$ cat src/rtl/pbd_pkg.sv
// Shared types and constants for the premultiplied box downscaler.
package pbd_pkg;

  // Configuration register indexes.
  localparam logic [1:0] REG_SRC_WIDTH  = 2'd0;
  localparam logic [1:0] REG_SRC_HEIGHT = 2'd1;
  localparam logic [1:0] REG_SRC_FORMAT = 2'd2;
  localparam logic [1:0] REG_KEEP_WIDE  = 2'd3;

  // Input modes.
  localparam logic MODE_LOAD = 1'b0;
  localparam logic MODE_EMIT = 1'b1;

  // Nibble expansion factor.
  localparam int unsigned NIB_SCALE = 17;

  // Commands from the controller to the datapath.
  typedef struct packed {
    logic store_wr;     // write the input beat into the frame store
    logic pos_start;    // start the output index to x, y division
    logic geo_start;    // start the box bound divisions
    logic acc_clear;    // clear sums and open the box scan
    logic acc_step;     // issue one sample read and advance the scan
    logic div_start;    // start the final divisions
    logic emit;         // present the result
  } pbd_cmd_t;

  // Status from the datapath to the controller.
  typedef struct packed {
    logic pos_done;
    logic geo_done;
    logic scan_last;    // current read is the last sample of the box
    logic div_done;
  } pbd_sts_t;

endpackage

$ cat src/rtl/pbd_ctrl.sv
// Controller state machine sequencing loads and output pixel computation.
module pbd_ctrl (
  input  logic              clk,
  input  logic              rst_n,
  input  logic              start,
  input  logic              mode,
  output logic              busy,
  output logic              out_valid,
  output pbd_pkg::pbd_cmd_t cmd,
  input  pbd_pkg::pbd_sts_t sts
);

  typedef enum logic [7:0] {
    S_IDLE  = 8'b00000001,
    S_POS   = 8'b00000010,
    S_GEO   = 8'b00000100,
    S_CLR   = 8'b00001000,
    S_SCAN  = 8'b00010000,
    S_DRAIN = 8'b00100000,
    S_DIV   = 8'b01000000,
    S_EMIT  = 8'b10000000
  } state_t;

  state_t     state_r, state_nxt;
  logic [1:0] drain_r, drain_nxt;
  logic       oval_r, oval_nxt;

  always_comb begin
    state_nxt = state_r;
    drain_nxt = drain_r;
    oval_nxt  = 1'b0;
    cmd       = '0;
    unique case (state_r)
      S_IDLE: begin
        if (start) begin
          if (mode == pbd_pkg::MODE_LOAD) begin
            cmd.store_wr = 1'b1;
          end else begin
            cmd.pos_start = 1'b1;
            state_nxt     = S_POS;
          end
        end
      end
      S_POS: begin
        if (sts.pos_done) begin
          cmd.geo_start = 1'b1;
          state_nxt     = S_GEO;
        end
      end
      S_GEO: begin
        if (sts.geo_done) state_nxt = S_CLR;
      end
      S_CLR: begin
        cmd.acc_clear = 1'b1;
        state_nxt     = S_SCAN;
      end
      S_SCAN: begin
        cmd.acc_step = 1'b1;
        if (sts.scan_last) begin
          drain_nxt = 2'd3;
          state_nxt = S_DRAIN;
        end
      end
      S_DRAIN: begin
        drain_nxt = drain_r - 1'b1;
        if (drain_r == 2'd1) begin
          cmd.div_start = 1'b1;
          state_nxt     = S_DIV;
        end
      end
      S_DIV: begin
        if (sts.div_done) state_nxt = S_EMIT;
      end
      S_EMIT: begin
        cmd.emit  = 1'b1;
        oval_nxt  = 1'b1;
        state_nxt = S_IDLE;
      end
      default: state_nxt = S_IDLE;
    endcase
  end

  always_ff @(posedge clk) begin
    if (!rst_n) begin
      state_r <= S_IDLE;
      drain_r <= '0;
      oval_r  <= 1'b0;
    end else begin
      state_r <= state_nxt;
      drain_r <= drain_nxt;
      oval_r  <= oval_nxt;
    end
  end

  assign busy      = (state_r != S_IDLE);
  assign out_valid = oval_r;

endmodule

$ cat config.mk
export PLATFORM = sky130hd
export DESIGN_NAME = pbd_ctrl
export DESIGN_NICKNAME = d
export VERILOG_FILES = /design/src/rtl/pbd_pkg.sv /design/src/rtl/pbd_ctrl.sv
export SDC_FILE = /design/constraint.sdc
export NUM_CORES = 1
export LEC_CHECK = 0
export BUFFER_PORTS_ARGS = -buffer_cell sky130_fd_sc_hd__clkbuf_2
export CAP_MARGIN = 5
export CELL_PAD_IN_SITES_DETAIL_PLACEMENT = 1
export CELL_PAD_IN_SITES_GLOBAL_PLACEMENT = 1
export CORE_MARGIN = 5
export CORE_UTILIZATION = 39
export CTS_BUF_LIST = sky130_fd_sc_hd__clkbuf_4
export CTS_CLUSTER_DIAMETER = 120
export DETAILED_ROUTE_END_ITERATION = 8
export GPL_ROUTABILITY_DRIVEN = 0
export PLACE_DENSITY_LB_ADDON = 0.1
export SYNTH_ARGS = -nofsm -noshare
export SYNTH_HDL_FRONTEND = slang
export SYNTH_SLANG_ARGS = --single-unit
$ cat constraint.sdc
create_clock -name clk -period 2 [get_ports clk]
set_clock_uncertainty 0.1 [all_clocks]
set_input_delay 0 -clock clk [delete_from_list [all_inputs] [get_ports clk]]
set_output_delay 0 -clock clk [all_outputs]
set_load 0.005 [all_outputs]
==> run_results.csv <==
group,metric,value,unit
worst_hold_path,worstHoldPathCells,4,
placement,dp.cells,94,
worst_hold_path,worst_hold_path_type,"in -> reg",
global_route,grt_pass1_wl,2570,um
synthesis,syn_area,604,um2
setup_path,r2r_end,"state_r[7]",
synthesis,avgSynthCellArea,9.44,um2
global_route,antenna_found_initial,0,
finish,regArea,220,um2
routing,ant_nets,0,
status,status,"complete, no violations",
worst_hold_path,holdPathEnd,"state_r[1]",
synthesis,syn_nets,73,
synthesis,synth.most_common_cell,"dfxtp_1",
timing,rsz0062_at_grt,"no",
power_and_ir_drop,clock_power_share,0.366,
routing,vias,536,
power_and_ir_drop,internal-power,0.346,mW
synthesis,synth_top_area_cell,"dfxtp_1",
timing,hold_viol_final,0,
finish,final_util,0.518,
global_route,grt_usage,0.134,
routing,drt_iter0_drc,5,
floorplanning,die_w,49.4,um
timing,min_period,1700,ps
routing,wire_per_inst,14.5,um
finish,drive_above_1_share,0.299,
worst_hold_path,hold_start,"start",
finish,antennaDiodeCount,0,
clock_network,ctsLongestPathBuffers,2,
setup_path,crit_path_top_delay_cell,"nor4_4",
synthesis,synth-edff-count,0,
finish,n_fill_cell,199,
setup_path,r2r_cells,4,
clock_network,cts-root-buf,"clkbuf_4",
finish,fin_nets,97,
floorplanning,pin_count,17,
power_and_ir_drop,irDropWorstVdd,0.000278,V
synthesis,synthArstFlopShare,0,
setup_path,path_cells,"nor4_4 -> and4b_2 -> and2_4 -> clkbuf_2",
routing,wl,1490,um
clock_network,htreeDepth,1,
power_and_ir_drop,switching_share,0.231,
setup_path,reg2reg_slack,420,ps
routing,vias_per_cell,5.20,
setup_path,crit_type,"reg -> out",
clock_network,clock-sinks,11,
timing,relSlewSlack,0.754,
clock_network,clkTransAtPathRegs,70,ps
synthesis,synth_ff_type,"dfxtp_1",
synthesis,yosysSeqAreaShare,0.364,
synthesis,synthCells,64,
floorplanning,die_y,49.4,um
flow_run,maxCapViolations,0,
synthesis,synth.area.top_cells,"dfxtp_1 36%, nor4_4 7.0%, nor2_1 6.2%",
synthesis,synth_top_area_frac,0.364,
timing,fin_crit_sh,0.849,
power_and_ir_drop,power_leakage,0.355,nW
power_and_ir_drop,power_frac_comb,0.128,
setup_path,cp_max_fo,5,
clock_network,cts_inserted_buffers,3,
power_and_ir_drop,power_per_cell_area,582,mW/mm2
synthesis,synth_common_cells,"11 x dfxtp_1, 10 x nor2_1, 6 x inv_1",
timing,setup_viol,0,
placement,portBuffers,16,
power_and_ir_drop,seqPwrFrac,0.507,
global_route,grt_pass1_vias,576,
placement,dp_hpwl,1190,um
timing,tightest_slew,367,ps
clock_network,cts_tree,"built",
synthesis,synthDistinctLibCells,28,
timing,drv_slew,0,
finish,area_growth,27.7,%
setup_path,critical_path_required,1900,ps
setup_path,setup.worst_path.start_class,"flop",
routing,dr.pass1.iters,3,
floorplanning,rows,14,
floorplanning,die-area,0.00244,mm2
placement,dp_slack,428,ps
clock_network,insertion_delay,260,ps
setup_path,worstReg2RegStart,"state_r[5]",
setup_path,arrival,1600,ps
finish,stdcell_count,103,
power_and_ir_drop,total_power,0.449,mW
synthesis,ys_seq_elements,11,
timing,setup_slack,302,ps
timing,tns,0,ps
global_route,grt.overflow.total,0,
timing,clock.fmax,589,MHz
routing,drc,0,
clock_network,cts_resized,0,
finish,multi_input_area,349,um2
global_route,grt_max_degree,11,
power_and_ir_drop,power_switching,0.104,mW
setup_path,worst_path_largest_cell_delay,390,ps
floorplanning,core_area,0.00149,mm2
synthesis,yosys_warnings,0,
floorplanning,initial_core_util,0.406,
setup_path,end_kind,"output port",
[final cells by class]
cell class / instances / share of cell area
Multi-Input combinational cell: 45 / 0.452
Sequential cell: 11 / 0.285
Timing Repair Buffer: 21 / 0.169
Tap cell: 16 / 0.0259
Inverter: 6 / 0.0292
Clock buffer: 4 / 0.0389
[worst max-delay path: cells and delay by family, from the launching register on]
family / cells / cell delay, ps
flip-flops: 1 / 370
buffers and inverters: 1 / 110
AND/OR/NAND/NOR: 3 / 850
[what timing repair did]
| action | CTS | global route |
|---|---|---|
| buffers inserted | 0 | 0 |
| hold buffers | 5 | 0 |
| setup endpoints to repair | 0 | 0 |
| endpoints found under the hold margin | 8 | 0 |
[layer usage]
layer | track usage | vias to the layer above | part of all wire
li1 | - | 277 | -
met1 | 0.171 | 243 | 0.49
met2 | 0.206 | 14 | 0.45
met3 | 0.0336 | 2 | 0.049
met4 | 0.0673 | 0 | 0.011
met5 | 0 | - | 0
[per-stage QoR]
| step | hold WS [ps] | area (um2) |
|---|---|---|
| final | 65.2 | 772 |
| after global routing | 89.3 | 772 |
| after CTS | 68.1 | 772 |
| after detailed placement | 152 | 692 |
| after global placement | 125 | 692 |
| after floorplan | -66.8 | 604 |
[cells by family after synthesis]
| family | count (synthesis) | share of synthesized area |
|---|---|---|
| AO/OA/AOI/OAI | 12 | 0.139 |
| AND/OR/NAND/NOR | 32 | 0.418 |
| adder cells (fa/ha/maj) | 1 | 0.0207 |
| buffers and inverters | 8 | 0.0580 |
| flip-flops | 11 | 0.364 |
[worst max-delay path by stage]
stage                          start          to  cells after the start
final                     state_r[0]      cmd[1]                      4
after global routing      state_r[7]      cmd[6]                      4
after CTS                 state_r[5]      cmd[6]                      4
after detailed placement  state_r[5]  state_r[7]                      4
after global placement    state_r[5]  state_r[7]                      4
after floorplan           state_r[7]  state_r[7]                      4
[cell usage in the layout (no fill, tap or decap), types with 2 or more instances in the layout]
cell type      Yosys  layout
nor4_4             2       2
clkbuf_4           0       4
nand4b_1           4       4
inv_1              6       6
o21ai_0            3       3
o21a_1             4       4
and4b_1            2       2
dfxtp_1           11      11
a31oi_1            2       2
dlygate4sd3_1      0       5
clkbuf_2           1      16
nand2_1            2       2
nor2_1            10      10
[power groups by stage]
stage                     Clock (mW)  Combinational, mW  Sequential, mW
final                          0.164             0.0574           0.228
after global routing           0.183             0.0635           0.228
after CTS                      0.167             0.0583           0.228
after detailed placement           0             0.0506           0.233
after global placement             0             0.0491           0.233
after floorplan                    0             0.0316           0.232
[sequential cells by signal, summed over array words and instances (netlist names)]
| name | count |
|---|---|
| out_valid | 1 |
| state_r | 8 |
| drain_r | 2 |
No activity file was read; power rests on OpenSTA's default activity.
